`config.mk`:
```
export PLATFORM = sky130hd
export DESIGN_NAME = round_robin_thread_scheduler
export DESIGN_NICKNAME = d
export VERILOG_FILES = /design/src/rtl/rrts_pkg.sv /design/src/rtl/round_robin_thread_scheduler.sv /design/src/rtl/rrts_ctrl.sv /design/src/rtl/rrts_dp.sv
export SDC_FILE = /design/constraint.sdc
export NUM_CORES = 1
export LEC_CHECK = 0
export BUFFER_PORTS_ARGS = -buffer_cell sky130_fd_sc_hd__buf_2
export CAP_MARGIN = 20
export CELL_PAD_IN_SITES_DETAIL_PLACEMENT = 0
export CELL_PAD_IN_SITES_GLOBAL_PLACEMENT = 1
export CORE_AREA = 2 2 171 131
export DETAILED_ROUTE_END_ITERATION = 8
export DIE_AREA = 0 0 173 133
export PLACE_DENSITY = 0.82
export SKIP_LAST_GASP = 1
export SLEW_MARGIN = 30
export SYNTH_ARGS = -nofsm -noshare
export SYNTH_HDL_FRONTEND = slang
export SYNTH_SLANG_ARGS = --single-unit
```
`constraint.sdc`:
```
create_clock -name clk -period 4.09 [get_ports clk]
set_clock_uncertainty 0.1 [all_clocks]
set_input_delay 0.818 -clock clk [delete_from_list [all_inputs] [get_ports clk]]
set_output_delay 0.818 -clock clk [all_outputs]
set_load 0.01 [all_outputs]
```
`src/rtl/rrts_pkg.sv`:
```
package rrts_pkg;

  localparam int MAX_THREADS = 16;
  localparam int ID_W        = $clog2(MAX_THREADS);
  localparam int CNT_W       = $clog2(MAX_THREADS + 1);

  localparam logic [2:0] CMD_CREATE = 3'd0;
  localparam logic [2:0] CMD_TICK   = 3'd1;
  localparam logic [2:0] CMD_EXIT   = 3'd2;
  localparam logic [2:0] CMD_BLOCK  = 3'd3;
  localparam logic [2:0] CMD_UNLOCK = 3'd4;
  localparam logic [2:0] CMD_JOIN   = 3'd5;

  localparam logic [1:0] STS_OK      = 2'd0;
  localparam logic [1:0] STS_NO_FREE = 2'd1;
  localparam logic [1:0] STS_NOT_FIN = 2'd2;
  localparam logic [1:0] STS_NONE    = 2'd3;

  typedef struct packed {
    logic       exec;
    logic       drain;
    logic [2:0] op;
  } ctl_cmd_t;

  typedef struct packed {
    logic blocked_empty;
  } ctl_sts_t;

endpackage

```
`src/rtl/round_robin_thread_scheduler.sv`:
```
// Round-robin thread scheduler for sixteen thread ids.
// Input channel: in_valid/in_ready with in_command and in_target_id; one
// transaction is one command. Result channel: out_valid/out_ready with the
// status, running thread, allocated id, switch flag and ready count; every
// command gives exactly one result.
// Create, tick, exit, block and join are applied in the cycle they are
// taken and their result is valid on the next cycle. Unlock moves the
// blocked ring to the ready ring one entry per cycle, then rotates once
// the blocked ring is empty and the output register is free.
// Throughput: one command per cycle for all but unlock, while the receiver
// takes each result; no new command is taken while an unlock is draining.
// The result sits in an output register; a new command is taken while the
// previous result is being taken in the same cycle. When the receiver
// stalls, the result holds and in_ready drops until it is taken.
// Reset (rst_n low, synchronous): thread 0 runs and is the only id in use,
// both rings are empty, no id is finished and no result is pending.
module round_robin_thread_scheduler
  import rrts_pkg::*;
(
  input  logic             clk,
  input  logic             rst_n,
  input  logic             in_valid,
  output logic             in_ready,
  input  logic [2:0]       in_command,
  input  logic [ID_W-1:0]  in_target_id,
  output logic             out_valid,
  input  logic             out_ready,
  output logic [1:0]       out_status,
  output logic [ID_W-1:0]  out_running_id,
  output logic             out_running_present,
  output logic [ID_W-1:0]  out_new_id,
  output logic             out_switched,
  output logic [CNT_W-1:0] out_ready_count
);

  ctl_cmd_t cmd;
  ctl_sts_t sts;

  rrts_ctrl u_ctrl (
    .clk        (clk),
    .rst_n      (rst_n),
    .in_valid   (in_valid),
    .in_ready   (in_ready),
    .in_command (in_command),
    .out_valid  (out_valid),
    .out_ready  (out_ready),
    .sts        (sts),
    .cmd        (cmd)
  );

  rrts_dp u_dp (
    .clk                 (clk),
    .rst_n               (rst_n),
    .cmd                 (cmd),
    .target_id           (in_target_id),
    .sts                 (sts),
    .out_status          (out_status),
    .out_running_id      (out_running_id),
    .out_running_present (out_running_present),
    .out_new_id          (out_new_id),
    .out_switched        (out_switched),
    .out_ready_count     (out_ready_count)
  );

endmodule

```
`src/rtl/rrts_ctrl.sv`:
```
module rrts_ctrl
  import rrts_pkg::*;
(
  input  logic       clk,
  input  logic       rst_n,
  input  logic       in_valid,
  output logic       in_ready,
  input  logic [2:0] in_command,
  output logic       out_valid,
  input  logic       out_ready,
  input  ctl_sts_t   sts,
  output ctl_cmd_t   cmd
);

  typedef enum logic {S_IDLE, S_DRAIN} state_t;

  state_t state_r;
  state_t state_nxt;
  logic   out_valid_r;
  logic   out_valid_nxt;
  logic   out_free;
  logic   accept;

  assign out_free  = !out_valid_r || out_ready;
  assign in_ready  = (state_r == S_IDLE) && out_free;
  assign accept    = in_valid && in_ready;
  assign out_valid = out_valid_r;

  always_comb begin
    state_nxt = state_r;
    cmd.exec  = 1'b0;
    cmd.drain = 1'b0;
    cmd.op    = in_command;
    unique case (state_r)
      S_IDLE: begin
        if (accept) begin
          // unlock first empties the blocked ring, then rotates
          if (in_command == CMD_UNLOCK) begin
            state_nxt = S_DRAIN;
          end else begin
            cmd.exec = 1'b1;
          end
        end
      end
      S_DRAIN: begin
        cmd.op = CMD_UNLOCK;
        if (!sts.blocked_empty) begin
          cmd.drain = 1'b1;
        end else if (out_free) begin
          cmd.exec  = 1'b1;
          state_nxt = S_IDLE;
        end
      end
      default: state_nxt = S_IDLE;
    endcase
  end

  always_comb begin
    if (cmd.exec) begin
      out_valid_nxt = 1'b1;
    end else if (out_ready) begin
      out_valid_nxt = 1'b0;
    end else begin
      out_valid_nxt = out_valid_r;
    end
  end

  always_ff @(posedge clk) begin
    if (!rst_n) begin
      state_r     <= S_IDLE;
      out_valid_r <= 1'b0;
    end else begin
      state_r     <= state_nxt;
      out_valid_r <= out_valid_nxt;
    end
  end

`ifndef NO_ASSERTIONS
  a_no_accept_in_drain: assert property (@(posedge clk) disable iff (!rst_n)
    state_r == S_DRAIN |-> !in_ready)
    else $error("input taken while draining blocked ring");
  a_exec_frees_out: assert property (@(posedge clk) disable iff (!rst_n)
    cmd.exec |-> out_free)
    else $error("result overwrites an untaken transaction");
  a_drain_ends_exec: assert property (@(posedge clk) disable iff (!rst_n)
    state_r == S_DRAIN && state_nxt == S_IDLE |-> cmd.exec && sts.blocked_empty)
    else $error("unlock left without its rotate");
`endif

endmodule

```
`src/rtl/rrts_dp.sv`:
```
module rrts_dp
  import rrts_pkg::*;
(
  input  logic            clk,
  input  logic            rst_n,
  input  ctl_cmd_t        cmd,
  input  logic [ID_W-1:0] target_id,
  output ctl_sts_t        sts,
  output logic [1:0]      out_status,
  output logic [ID_W-1:0] out_running_id,
  output logic            out_running_present,
  output logic [ID_W-1:0] out_new_id,
  output logic            out_switched,
  output logic [CNT_W-1:0] out_ready_count
);

  logic [ID_W-1:0]        cur_r, cur_nxt;
  logic                   pres_r, pres_nxt;
  logic [ID_W-1:0]        rhead_r, rhead_nxt;
  logic [CNT_W-1:0]       rfill_r, rfill_nxt;
  logic [ID_W-1:0]        bhead_r, bhead_nxt;
  logic [CNT_W-1:0]       bfill_r, bfill_nxt;
  logic [MAX_THREADS-1:0] fin_r, fin_nxt;
  logic [MAX_THREADS-1:0] use_r, use_nxt;
  logic [ID_W-1:0]        rring_r [MAX_THREADS];
  logic [ID_W-1:0]        bring_r [MAX_THREADS];

  logic [1:0]             status_r;
  logic [ID_W-1:0]        run_id_r;
  logic                   run_pres_r;
  logic [ID_W-1:0]        new_id_r;
  logic                   switched_r;
  logic [CNT_W-1:0]       count_r;

  logic                   rwe;
  logic [ID_W-1:0]        rwdata;
  logic [ID_W-1:0]        rtail;
  logic                   bwe;
  logic [ID_W-1:0]        btail;
  logic                   rfull;
  logic                   bfull;
  logic                   free_found;
  logic [ID_W-1:0]        free_id;
  logic                   rot;
  logic                   disp;
  logic [1:0]             st;
  logic [ID_W-1:0]        nid;

  assign rtail = rhead_r + rfill_r[ID_W-1:0];
  assign btail = bhead_r + bfill_r[ID_W-1:0];
  assign rfull = (rfill_r == CNT_W'(MAX_THREADS));
  assign bfull = (bfill_r == CNT_W'(MAX_THREADS));
  assign sts.blocked_empty = (bfill_r == '0);

  // lowest unused id
  always_comb begin
    free_found = 1'b0;
    free_id    = '0;
    for (int i = MAX_THREADS - 1; i >= 0; i--) begin
      if (!use_r[i]) begin
        free_found = 1'b1;
        free_id    = ID_W'(i);
      end
    end
  end

  always_comb begin
    cur_nxt   = cur_r;
    pres_nxt  = pres_r;
    rhead_nxt = rhead_r;
    rfill_nxt = rfill_r;
    bhead_nxt = bhead_r;
    bfill_nxt = bfill_r;
    fin_nxt   = fin_r;
    use_nxt   = use_r;
    rwe       = 1'b0;
    rwdata    = cur_r;
    bwe       = 1'b0;
    rot       = 1'b0;
    disp      = 1'b0;
    st        = STS_OK;
    nid       = '0;

    if (cmd.drain) begin
      // one blocked entry moves to the back of ready
      if (!rfull) begin
        rwe       = 1'b1;
        rwdata    = bring_r[bhead_r];
        rfill_nxt = rfill_r + 1'b1;
      end
      bhead_nxt = bhead_r + 1'b1;
      bfill_nxt = bfill_r - 1'b1;
    end else if (cmd.exec) begin
      case (cmd.op) inside
        CMD_CREATE: begin
          if (free_found) begin
            use_nxt[free_id] = 1'b1;
            nid              = free_id;
            if (!rfull) begin
              rwe       = 1'b1;
              rwdata    = free_id;
              rfill_nxt = rfill_r + 1'b1;
            end
          end else begin
            st = STS_NO_FREE;
          end
        end
        CMD_TICK, CMD_UNLOCK: rot = 1'b1;
        CMD_EXIT: begin
          if (pres_r) begin
            fin_nxt[cur_r] = 1'b1;
          end
          disp = 1'b1;
        end
        CMD_BLOCK: begin
          if (pres_r && !bfull) begin
            bwe       = 1'b1;
            bfill_nxt = bfill_r + 1'b1;
          end
          disp = 1'b1;
        end
        CMD_JOIN: begin
          if (fin_r[target_id]) begin
            fin_nxt[target_id] = 1'b0;
            use_nxt[target_id] = 1'b0;
          end else begin
            st  = STS_NOT_FIN;
            rot = 1'b1;
          end
        end
        default: ;
      endcase

      if (rot || disp) begin
        if (rfill_r != '0) begin
          cur_nxt   = rring_r[rhead_r];
          pres_nxt  = 1'b1;
          rhead_nxt = rhead_r + 1'b1;
          // requeued thread is written at the tail, so the fill count is unchanged
          if (rot && pres_r) begin
            rwe    = 1'b1;
            rwdata = cur_r;
          end else begin
            rfill_nxt = rfill_r - 1'b1;
          end
        end else if (disp) begin
          pres_nxt = 1'b0;
        end
      end

      if (st == STS_OK && !pres_nxt) begin
        st = STS_NONE;
      end
    end
  end

  always_ff @(posedge clk) begin
    if (!rst_n) begin
      cur_r   <= '0;
      pres_r  <= 1'b1;
      rhead_r <= '0;
      rfill_r <= '0;
      bhead_r <= '0;
      bfill_r <= '0;
      fin_r   <= '0;
      use_r   <= MAX_THREADS'(1);
    end else begin
      cur_r   <= cur_nxt;
      pres_r  <= pres_nxt;
      rhead_r <= rhead_nxt;
      rfill_r <= rfill_nxt;
      bhead_r <= bhead_nxt;
      bfill_r <= bfill_nxt;
      fin_r   <= fin_nxt;
      use_r   <= use_nxt;
    end
  end

  always_ff @(posedge clk) begin
    if (rwe) begin
      rring_r[rtail] <= rwdata;
    end
    if (bwe) begin
      bring_r[btail] <= cur_r;
    end
  end

  always_ff @(posedge clk) begin
    if (cmd.exec) begin
      status_r   <= st;
      run_id_r   <= pres_nxt ? cur_nxt : '0;
      run_pres_r <= pres_nxt;
      new_id_r   <= nid;
      switched_r <= (pres_r != pres_nxt) || (pres_nxt && (cur_r != cur_nxt));
      count_r    <= rfill_nxt;
    end
  end

  assign out_status          = status_r;
  assign out_running_id      = run_id_r;
  assign out_running_present = run_pres_r;
  assign out_new_id          = new_id_r;
  assign out_switched        = switched_r;
  assign out_ready_count     = count_r;

`ifndef NO_ASSERTIONS
  a_fill_bound: assert property (@(posedge clk) disable iff (!rst_n)
    rfill_r <= CNT_W'(MAX_THREADS) && bfill_r <= CNT_W'(MAX_THREADS))
    else $error("ring fill beyond depth");
  a_running_in_use: assert property (@(posedge clk) disable iff (!rst_n)
    pres_r |-> use_r[cur_r] && !fin_r[cur_r])
    else $error("running thread not live");
  a_finished_in_use: assert property (@(posedge clk) disable iff (!rst_n)
    (fin_r & ~use_r) == '0)
    else $error("finished id not marked in use");
`endif

endmodule
```
==> results of run 1 <==
sequential cells by signal, indices dropped and copies added (netlist names), named ones only:
name	cells
u_dp.bring_r	64
u_dp.rring_r	64
u_dp.fin_r	16
u_dp.use_r	16
u_dp.bfill_r	5
u_dp.out_ready_count	5
u_dp.rfill_r	5
u_dp.bhead_r	4
u_dp.cur_r	4
u_dp.out_new_id	4
u_dp.out_running_id	4
u_dp.rhead_r	4
u_dp.out_status	2
u_ctrl.out_valid	1
u_ctrl.state_r	1
u_dp.out_running_present	1
u_dp.out_switched	1
u_dp.pres_r	1
how the worst max path moves through the flow:
stage / startpoint / endpoint / slack, ps
3_3_place_gp: in_target_id[1] / u_dp.rring_r[6][3] / 390
4_1_cts: u_dp.bfill_r[1] / u_dp.rring_r[9][2] / 630
3_5_place_dp: in_target_id[1] / u_dp.rring_r[9][0] / 250
2_1_floorplan: in_target_id[1] / u_dp.rring_r[10][0] / 630
6_report: u_dp.bfill_r[1] / u_dp.rring_r[9][2] / 640
5_1_grt: u_ctrl.state_r / u_dp.rring_r[9][2] / 480
layout by cell type, fill, tap and decap left out, types with 4 or more instances in the layout:
cell	synthesis	layout
a211oi_1	7	7
a21o_1	5	5
a21oi_1	28	28
a22oi_1	4	4
a31oi_1	6	6
and2_1	7	7
buf_2	3	29
buf_4	0	15
clkbuf_16	0	23
clkinv_2	0	7
dfxtp_1	65	65
edfxtp_1	145	145
ha_1	13	13
inv_1	21	21
mux2i_1	9	9
mux4_2	40	40
nand2_1	63	63
nand2b_1	13	13
nand3_1	45	45
nand3b_1	9	9
nand4_1	9	9
nor2_1	60	60
nor2b_1	8	8
nor3_1	15	15
nor4_1	16	16
o21ai_0	30	30
o21ai_1	11	11
o22ai_1	5	5
xnor2_1	18	18
xor2_1	10	10
through the flow:
step | total power, mW | cell area (um^2)
detailed placement | 2.56 | 9950
global placement | 2.56 | 9950
global route | 4.59 | 10600
floorplan | 2.49 | 9460
CTS | 4.47 | 10600
finish | 4.45 | 10600
report_power, final:
group / internal (mW) / switching (mW)
clock: 1.09 / 0.834
combinational: 0.0733 / 0.139
sequential: 2.28 / 0.0211
total: 3.45 / 0.995
worst min-delay path, cell delays in order (launching register included):
cell and delay (ps):
dfxtp_1 320, nand2_1 40, o21ai_0 50
cell type report:
type | instances | share of cell area
clock buffer | 30 | 0.0595
sequential | 210 | 0.531
inverter | 23 | 0.00811
multi-input combinational | 476 | 0.336
tap | 294 | 0.0345
timing repair buffer | 44 | 0.0242
clock inverter | 10 | 0.00646
routing by layer:
layer | track usage | up-vias
met5 | 0 | -
met2 | 0.277 | 169
met1 | 0.282 | 3014
li1 | - | 2895
met3 | 0.0322 | 26
met4 | 0.0363 | 0
cells by family (layout without fill, tap and decap cells):
kind of cell,after synthesis,after routing,synth area share
mux,54,54,0.114
xor+xnor,28,28,0.0259
simple gates,260,260,0.136
fa+ha+maj,16,16,0.0235
flops,210,210,0.598
compound gates,118,118,0.0787
buf+inv,56,107,0.0242
==> metrics.yaml, run 1 <==
run_status:
  status: "finished clean"
drt:
  wl_met1_um: 10400
  drt_drc_violations_left: 0
  firstDrtPassIters: 5
  top_layer: "met4"
  via_per_inst: 5.62
  met3_length_um: 1220
  dr.first_iter.drc_count: 652
  routedWlPerCell_um: 19.6
  routed-via-count: 6104
  antenna_left: 0
  dr_wl_met2_um: 9350
  finalWirelength_um: 21300
synthesis:
  synth_top_area_frac: 0.460
  ys.flop_type: "edfxtp_1"
  yosys.cell_count.top_type: "edfxtp_1"
  synth.cell_area_mm2: 0.00946
  synth_cell_types: 64
  yosys-top-cells-area: "edfxtp_1, dfxtp_1, mux4_2, nand2_1, nand3_1"
  synth_nets: 769
  synthTopCellsByCount: "edfxtp_1, dfxtp_1, nand2_1"
  synth_warnings: 0
  syn_inst: 742
  ys_seq_area_frac: 0.598
  synth_edf_count: 145
  postSynthAreaPerCell_um2: 12.8
  async_flop_share: 0
  synth.largest_area_cell: "edfxtp_1"
  ys_ff_latch: 210
clock_network:
  cts_max_path_buffers: 3
  cts_setup_buffers: 0
  root_buffer: "clkbuf_16"
  cts_sinks: 210
  cts_resized: 0
  h-tree-depth: 1
  cts.clk_slew.worst_paths_ps: 60
  cts_tree: "built"
  numCtsBuffers: 22
  cts_hold_buf: 0
  clk_latency_ps: 520
finish:
  fin_util: 0.495
  fillers: 1932
  register_area_mm2: 0.00566
  fin_nets: 804
  drive_above_1_share: 0.172
  antennaDiodeCount: 0
  area_growth_pct: 12.5
  final_cells: 1087
  multi_input_area_mm2: 0.00358
timing:
  slew_headroom: 0.366
  rsz0062_at_grt: "false"
  finalSetupTns_ps: 0
  fmax_mhz: 290
  min_period_over_period: 0.844
  drv_slew: 0
  tightest_slew_ps: 948
  setup_viol: 0
  hold_viol: 0
  fin_crit_ps: 3450
  timing.final.ws_setup_ps: 636
  holdWs_ps: 348
critical_path:
  crit_family: "simple AND/OR/NAND/NOR gates"
  reg2reg_slack_ps: 640
  cp-end-kind: "flip-flop"
  r2r_cells: 8
  start_kind: "flip-flop"
  path_buf_inv: 1
  required_ps: 4130
  crit_cells: 8
  critPathArrivalTime_ps: 3490
  max_stage_delay_ps: 580
  cp_max_fo: 20
  rr_endpoint: "u_dp.rring_r[9][2]"
  r2r_start: "u_dp.bfill_r[1]"
  worstSetupPathType: "flip-flop to flip-flop"
  cp_cell_sequence: "or4_4 -> o32ai_2 -> nand2_2 -> inv_2 -> o21ai_0 -> a32o_1 -> a21o_4 -> nor3_1"
  slowest_stage: "or4_4"
worst_hold_path:
  worstHoldPathCells: 2
  min_from: "u_dp.fin_r[14]"
  holdPathEnd: "u_dp.fin_r[14]"
  hp-class: "flip-flop to flip-flop"
floorplan:
  core_mm2: 0.0215
  die_width_um: 173
  die_h_um: 133
  dieArea_mm2: 0.0230
  start_util: 0.440
  io_pins: 30
  row_count: 47
global_route:
  grtUsageTotal: 0.184
  antenna_found_initial: 0
  grt_max_degree: 34
  grt_pass1_vias: 5854
  globalRoute.totalOverflow: 0
  grt_pass1_wl_um: 33200
placement:
  port_buffers: 29
  globalplace.congestion: 0.813
  dp_hpwl_um: 14900
  dp_slack_ps: 252
  placed_cells_incl_taps: 1047
power:
  leakage_nw: 3.53
  power_density_mw_per_mm2: 417
  ir_worst_vdd_v: 0.000351
run:
  max_cap_violations: 0
No activity file was read; power rests on OpenSTA's default activity.
==> run 2, diff against run 1 <==
--- a/config.mk
+++ b/config.mk
@@ -12,7 +12,7 @@
 export CORE_AREA = 2 2 171 131
 export DETAILED_ROUTE_END_ITERATION = 8
 export DIE_AREA = 0 0 173 133
-export PLACE_DENSITY = 0.82
+export PLACE_DENSITY = 0.85
 export SKIP_LAST_GASP = 1
 export SLEW_MARGIN = 30
 export SYNTH_ARGS = -nofsm -noshare
==> constraint.sdc (replaced) <==
create_clock -name clk -period 3.1 [get_ports clk]
set_clock_uncertainty 0.1 [all_clocks]
set_input_delay 0.62 -clock clk [delete_from_list [all_inputs] [get_ports clk]]
set_output_delay 0.62 -clock clk [all_outputs]
set_load 0.01 [all_outputs]
==> metrics.yaml, run 2 (synthesis gave the netlist of run 1 again) <==
run_status:
  status: "finished clean"
drt:
  drt_drc_violations_left: 0  # unchanged
  dr_wl_met2_um: 9910  # +6.0%
  met3_length_um: 2030  # +67%
  dr.first_iter.drc_count: 630  # -3.4%
  top_layer: "met4"
  via_per_inst: 5.70  # +1.4%
  firstDrtPassIters: 6  # +1
  routedWlPerCell_um: 19.8  # +1.4%
  routed-via-count: 6414  # +5.1%
  antenna_left: 0  # unchanged
  finalWirelength_um: 22300  # +5.1%
  wl_met1_um: 10100  # -2.7%
clock_network:
  root_buffer: "clkbuf_16"
  h-tree-depth: 1  # unchanged
  cts_hold_buf: 0  # unchanged
  cts_max_path_buffers: 3  # unchanged
  numCtsBuffers: 22  # unchanged
  cts_resized: 0  # unchanged
  cts_sinks: 210  # unchanged
  cts_setup_buffers: 0  # unchanged
  cts.clk_slew.worst_paths_ps: 60  # about the same
  cts_tree: "built"
  clk_latency_ps: 520  # about the same
global_route:
  antenna_found_initial: 0  # unchanged
  globalRoute.totalOverflow: 0  # unchanged
  grt_pass1_wl_um: 35600  # +7.1%
  grtUsageTotal: 0.198  # +0.0134
  grt_pass1_vias: 6249  # +6.7%
  grt_max_degree: 34  # unchanged
timing:
  fmax_mhz: 350  # +21%
  drv_slew: 0  # unchanged
  slew_headroom: 0.414  # +0.0482
  hold_viol: 0  # unchanged
  tightest_slew_ps: 878  # -70.3 ps
  fin_crit_ps: 2860  # -597 ps
  rsz0062_at_grt: "false"
  timing.final.ws_setup_ps: 243  # -393 ps
  setup_viol: 0  # unchanged
  min_period_over_period: 0.921  # +0.0770
critical_path:
  rr_endpoint: "u_dp.rring_r[4][0]"
  r2r_cells: 10  # +2
  max_stage_delay_ps: 580  # about the same
  slowest_stage: "or4_4"
  crit_cells: 10  # +2
  reg2reg_slack_ps: 240  # -390 ps
  critPathArrivalTime_ps: 3030  # -460 ps
  crit_family: "simple AND/OR/NAND/NOR gates"
  r2r_start: "u_dp.bfill_r[0]"
  cp_cell_sequence: "or4_4 -> o32ai_2 -> nand2_2 -> inv_2 -> buf_4 -> and3_1 -> nor2_1 -> a22oi_1 -> o21ai_1 -> buf_12"
  crit_start: "u_dp.bfill_r[0]"
  start_kind: "flip-flop"
  worstSetupPathType: "flip-flop to flip-flop"
  endpoint: "u_dp.rring_r[4][0]"
  cp_max_fo: 16  # -20%
  required_ps: 3270  # -860 ps
  path_buf_inv: 3  # +2
  cp-end-kind: "flip-flop"
power:
  ir_worst_vdd_v: 0.000394  # +12%
  power_density_mw_per_mm2: 564  # +35%
  leakage_nw: 3.85  # +9.0%
finish:
  fin_nets: 843  # +4.9%
  layout_common_cells: "edfxtp_1, dfxtp_1, nand2_1"
  register_area_mm2: 0.00566  # unchanged
  top_regs: "u_dp.bring_r: 64 flops, u_dp.rring_r: 64 flops"
  antennaDiodeCount: 0  # unchanged
  fin_util: 0.524  # +0.0298
  area_growth_pct: 19.3
  drive_above_1_share: 0.230  # +0.0581
  multi_input_area_mm2: 0.00372  # +4.1%
  final_common_cell: "edfxtp_1"
  fillers: 1809  # -6.4%
floorplan:
  row_count: 47  # unchanged
  die_h_um: 133  # unchanged
  io_pins: 30  # unchanged
  start_util: 0.440  # unchanged
  dieArea_mm2: 0.0230  # unchanged
  die_width_um: 173  # unchanged
  core_mm2: 0.0215  # unchanged
run:
  max_cap_violations: 0  # unchanged
placement:
  dp_slack_ps: -207  # -459 ps
  dp_hpwl_um: 15800  # +6.3%
  port_buffers: 29  # unchanged
  globalplace.congestion: 0.858  # +5.5%
worst_hold_path:
  hp-class: "flip-flop to flip-flop"
-- run 2: worst min-delay path by stage --
stage | from | to | slack (ps) | depth (start not counted)
floorplan | u_dp.fin_r[14] | u_dp.fin_r[14] | 320 | 2
global placement | u_dp.fin_r[14] | u_dp.fin_r[14] | 340 | 2
detailed placement | u_dp.fin_r[12] | u_dp.fin_r[12] | 360 | 2
CTS | u_dp.fin_r[12] | u_dp.fin_r[12] | 370 | 2
global route | u_dp.fin_r[2] | u_dp.fin_r[2] | 400 | 2
finish | u_dp.fin_r[12] | u_dp.fin_r[12] | 370 | 2
-- run 2: where the power goes --
part / total (mW) / switching [mW] / leakage (nW) / internal, mW
sequential: 3.04 / 0.0240 / 1.86 / 3.01
clock: 3.00 / 1.12 / 0.390 / 1.88
combinational: 0.328 / 0.206 / 1.60 / 0.122
total: 6.37 / 1.35 / 3.85 / 5.02
-- run 2: stage by stage --
stage	power [mW]	hold slack, ps	area [um^2]	std cells	TNS, ps
2_1_floorplan	3.29	320	9610	742	-391
3_3_place_gp	3.42	337	10400	1086	-9070
3_5_place_dp	3.42	357	10400	1086	-11650
4_1_cts	6.41	365	11300	1126	0
5_1_grt	6.56	404	11300	1126	0
6_report	6.37	368	11300	1126	0
-- run 2: worst reg2reg max path, delay by kind of cell, from the launching register on --
kind	cells	cell delay, ps
AOI/OAI and AO/OA	3	620
and+or+nand+nor	4	1020
DFF	1	350
buffers and inverters	3	510
-- run 2: layout make-up --
cell class | instances | share of cell area
inverter | 23 | 0.00765
timing repair buffer | 83 | 0.0543
clock buffer | 26 | 0.0528
sequential | 210 | 0.501
tap | 294 | 0.0326
clock inverter | 14 | 0.0218
multi-input combinational | 476 | 0.330
-- run 2: routing by layer --
| layer | vias up | GRT usage |
|---|---|---|
| met4 | 0 | 0.0405 |
| met5 | - | 0 |
| met3 | 26 | 0.0443 |
| li1 | 2977 | - |
| met2 | 293 | 0.302 |
| met1 | 3118 | 0.291 |
==> run 3, diff against run 2 <==
--- a/config.mk
+++ b/config.mk
@@ -9,12 +9,13 @@
 export CAP_MARGIN = 20
 export CELL_PAD_IN_SITES_DETAIL_PLACEMENT = 0
 export CELL_PAD_IN_SITES_GLOBAL_PLACEMENT = 1
-export CORE_AREA = 2 2 171 131
+export CORE_AREA = 2 2 175 134
 export DETAILED_ROUTE_END_ITERATION = 8
-export DIE_AREA = 0 0 173 133
+export DIE_AREA = 0 0 177 136
 export PLACE_DENSITY = 0.85
 export SKIP_LAST_GASP = 1
 export SLEW_MARGIN = 30
 export SYNTH_ARGS = -nofsm -noshare
 export SYNTH_HDL_FRONTEND = slang
+export SYNTH_HIERARCHICAL = 1
 export SYNTH_SLANG_ARGS = --single-unit
==> metrics.yaml, run 3 <==
synthesis:
  synth_top_area_frac: 0.440  # -0.0200
  yosys-top-cells-area: "edfxtp_1, dfxtp_1, mux4_2, nand2_1, nor2_1"
  ys_ff_latch: 210  # unchanged
  synth.cell_area_mm2: 0.00989  # +4.5%
  postSynthAreaPerCell_um2: 12.5  # -1.9%
  synth_cell_types: 79  # +23%
  synth_edf_count: 145  # unchanged
  async_flop_share: 0  # unchanged
  synth.largest_area_cell: "edfxtp_1"
  synthTopCellsByCount: "edfxtp_1, nand2_1, dfxtp_1"
  synth_warnings: 6  # +6
  ys.flop_type: "edfxtp_1"
  ys_seq_area_frac: 0.572  # -0.0260
  synth_nets: 818  # +6.4%
  yosys.cell_count.top_type: "edfxtp_1"
  syn_inst: 791  # +6.6%
timing:
  min_period_over_period: 0.973  # +0.0514
  tightest_slew_ps: 978  # +101 ps
  drv_slew: 0  # unchanged
  setup_viol: 0  # unchanged
  rsz0062_at_grt: "true"
  fin_crit_ps: 3020  # +159 ps
  timing.final.ws_setup_ps: 84.0  # -159 ps
  slew_headroom: 0.343  # -0.0707
  hold_viol: 0  # unchanged
  fmax_mhz: 332  # -5.3%
power:
  ir_worst_vdd_v: 0.000316  # -20%
  total_power_mw: 5.99  # -6.0%
  leakage_nw: 4.25  # +10%
  power_density_mw_per_mm2: 501  # -11%
drt:
  routed-via-count: 7183  # +12%
  via_per_inst: 5.81  # +2.0%
  routedWlPerCell_um: 20.5  # +3.3%
  antenna_left: 0  # unchanged
  drt_drc_violations_left: 0  # unchanged
  firstDrtPassIters: 5  # -1
  dr.first_iter.drc_count: 892  # +42%
  finalWirelength_um: 25300  # +13%
finish:
  fin_nets: 949  # +13%
  fin_area_mm2: 0.0120  # +5.9%
  drive_above_1_share: 0.276  # +0.0461
  fillers: 1870  # +3.4%
  area_growth_pct: 20.8
  final_common_cell: "edfxtp_1"
  layout_common_cells: "edfxtp_1, buf_4, nand2_1"
  antennaDiodeCount: 0  # unchanged
  top_regs: "u_dp/bring_r: 64 flops, u_dp/rring_r: 64 flops"
critical_path:
  cp_max_fo: 9  # -7
  required_ps: 3120  # -150 ps
  critPathArrivalTime_ps: 3040  # about the same
  start_kind: "flip-flop"
  cp-end-kind: "flip-flop"
  worstSetupPathType: "flip-flop to flip-flop"
floorplan:
  start_util: 0.439  # about the same
  die_h_um: 136  # +2.3%
  row_count: 48  # +2.1%
  core_mm2: 0.0225  # +4.6%
  dieArea_mm2: 0.0241  # +4.6%
  io_pins: 30  # unchanged
  die_width_um: 177  # +2.3%
placement:
  port_buffers: 29  # unchanged
  post_dp_cell_area_mm2: 0.0112  # +6.9%
  globalplace.congestion: 0.942  # +9.8%
  dp_slack_ps: -385  # -177 ps
  dp_hpwl_um: 18200  # +15%
global_route:
  globalRoute.totalOverflow: 0  # unchanged
  antenna_found_initial: 0  # unchanged
  grt_pass1_vias: 6921  # +11%
  grt_pass1_wl_um: 40100  # +13%
  grt_max_degree: 27  # -21%
  grtUsageTotal: 0.219  # +0.0212
run:
  max_cap_violations: 0  # unchanged
clock_network:
  clk_latency_ps: 510  # about the same
  numCtsBuffers: 21  # -4.5%
  cts_hold_buf: 0  # unchanged
  cts_max_path_buffers: 3  # unchanged
  cts_sinks: 210  # unchanged
  h-tree-depth: 1  # unchanged
  root_buffer: "clkbuf_16"
  cts.clk_slew.worst_paths_ps: 70  # about the same
  cts_tree: "built"
worst_hold_path:
  hp-class: "primary input to flip-flop"
run_status:
  status: "finished clean"
==> run 3: report_power, final <==
group,internal (mW),switching [mW],total [mW]
logic,0.205,0.297,0.501
clock network,1.38,1.05,2.43
registers,3.03,0.0250,3.06
total,4.62,1.37,5.99
==> run 3: metrics by stage <==
stage / setup TNS, ps / std cells / hold WS, ps / utilization
after floorplan: -5630 / 791 / 332 / -
after global placement: -34350 / 1196 / 355 / 0.496
after detailed placement: -44560 / 1196 / 355 / 0.496
after CTS: 0 / 1233 / 301 / 0.526
after global routing: -3770 / 1236 / 325 / 0.531
final: 0 / 1236 / 300 / 0.531
==> run 3: path summary, 6_finish.rpt <==
| path | startpoint | to | slack [ps] | cells after the start |
|---|---|---|---|---|
| max | u_ctrl/state_r | u_dp/rring_r[5][1] | 80 | 9 |
| min reg2reg | u_dp/fin_r[9] | u_dp/fin_r[9] | 370 | 2 |
| min | in_valid | u_ctrl/state_r | 300 | 3 |
| max reg2reg | u_ctrl/state_r | u_dp/rring_r[5][1] | 80 | 9 |
==> run 3: cell type report <==
type | count | area, um^2 | area share
Sequential cell | 210 | 5660 | 0.473
Clock inverter | 9 | 75.1 | 0.00628
Multi-Input combinational cell | 518 | 4070 | 0.341
Tap cell | 300 | 375 | 0.0314
Timing Repair Buffer | 149 | 1120 | 0.0934
Inverter | 22 | 82.6 | 0.00691
Clock buffer | 28 | 572 | 0.0478
==> run 3: routing by layer <==
| layer | wire length, um | global-route usage | up-vias | part of all wire |
|---|---|---|---|---|
| met5 | 0 | 0 | - | 0 |
| met4 | 337 | 0.0473 | 0 | 0.013 |
| met3 | 2350 | 0.0459 | 27 | 0.093 |
| met2 | 11200 | 0.318 | 337 | 0.44 |
| met1 | 11400 | 0.336 | 3509 | 0.45 |
| li1 | - | - | 3310 | - |
==> run 3: worst max-delay path: stages (launching register included) <==
cell       delay (ps)
dfxtp_1           330
or2_2             310
nor3_1            160
buf_4             180
o41ai_4            90
a21oi_2           180
a2111oi_0          90
a221o_2           390
buf_4             200
nor3_1            610
==> run 3: cells by family (layout without fill, tap and decap cells) <==
family,Yosys count,in the layout,share of synthesized area
compound gates,154,154,0.111
xor+xnor,29,29,0.0257
fa+ha+maj,16,16,0.0225
buf+inv,63,208,0.0281
simple gates,260,260,0.133
mux,59,59,0.108
flops,210,210,0.572
==> run 3: what timing repair did <==
| action | CTS | global route |
|---|---|---|
| endpoints found under the setup margin | 198 | 197 |
| pin swaps | 0 | 2 |
| setup buffers | 0 | 3 |
| gates resized for setup | 6 | 14 |
| endpoints found under the hold margin | 0 | 0 |
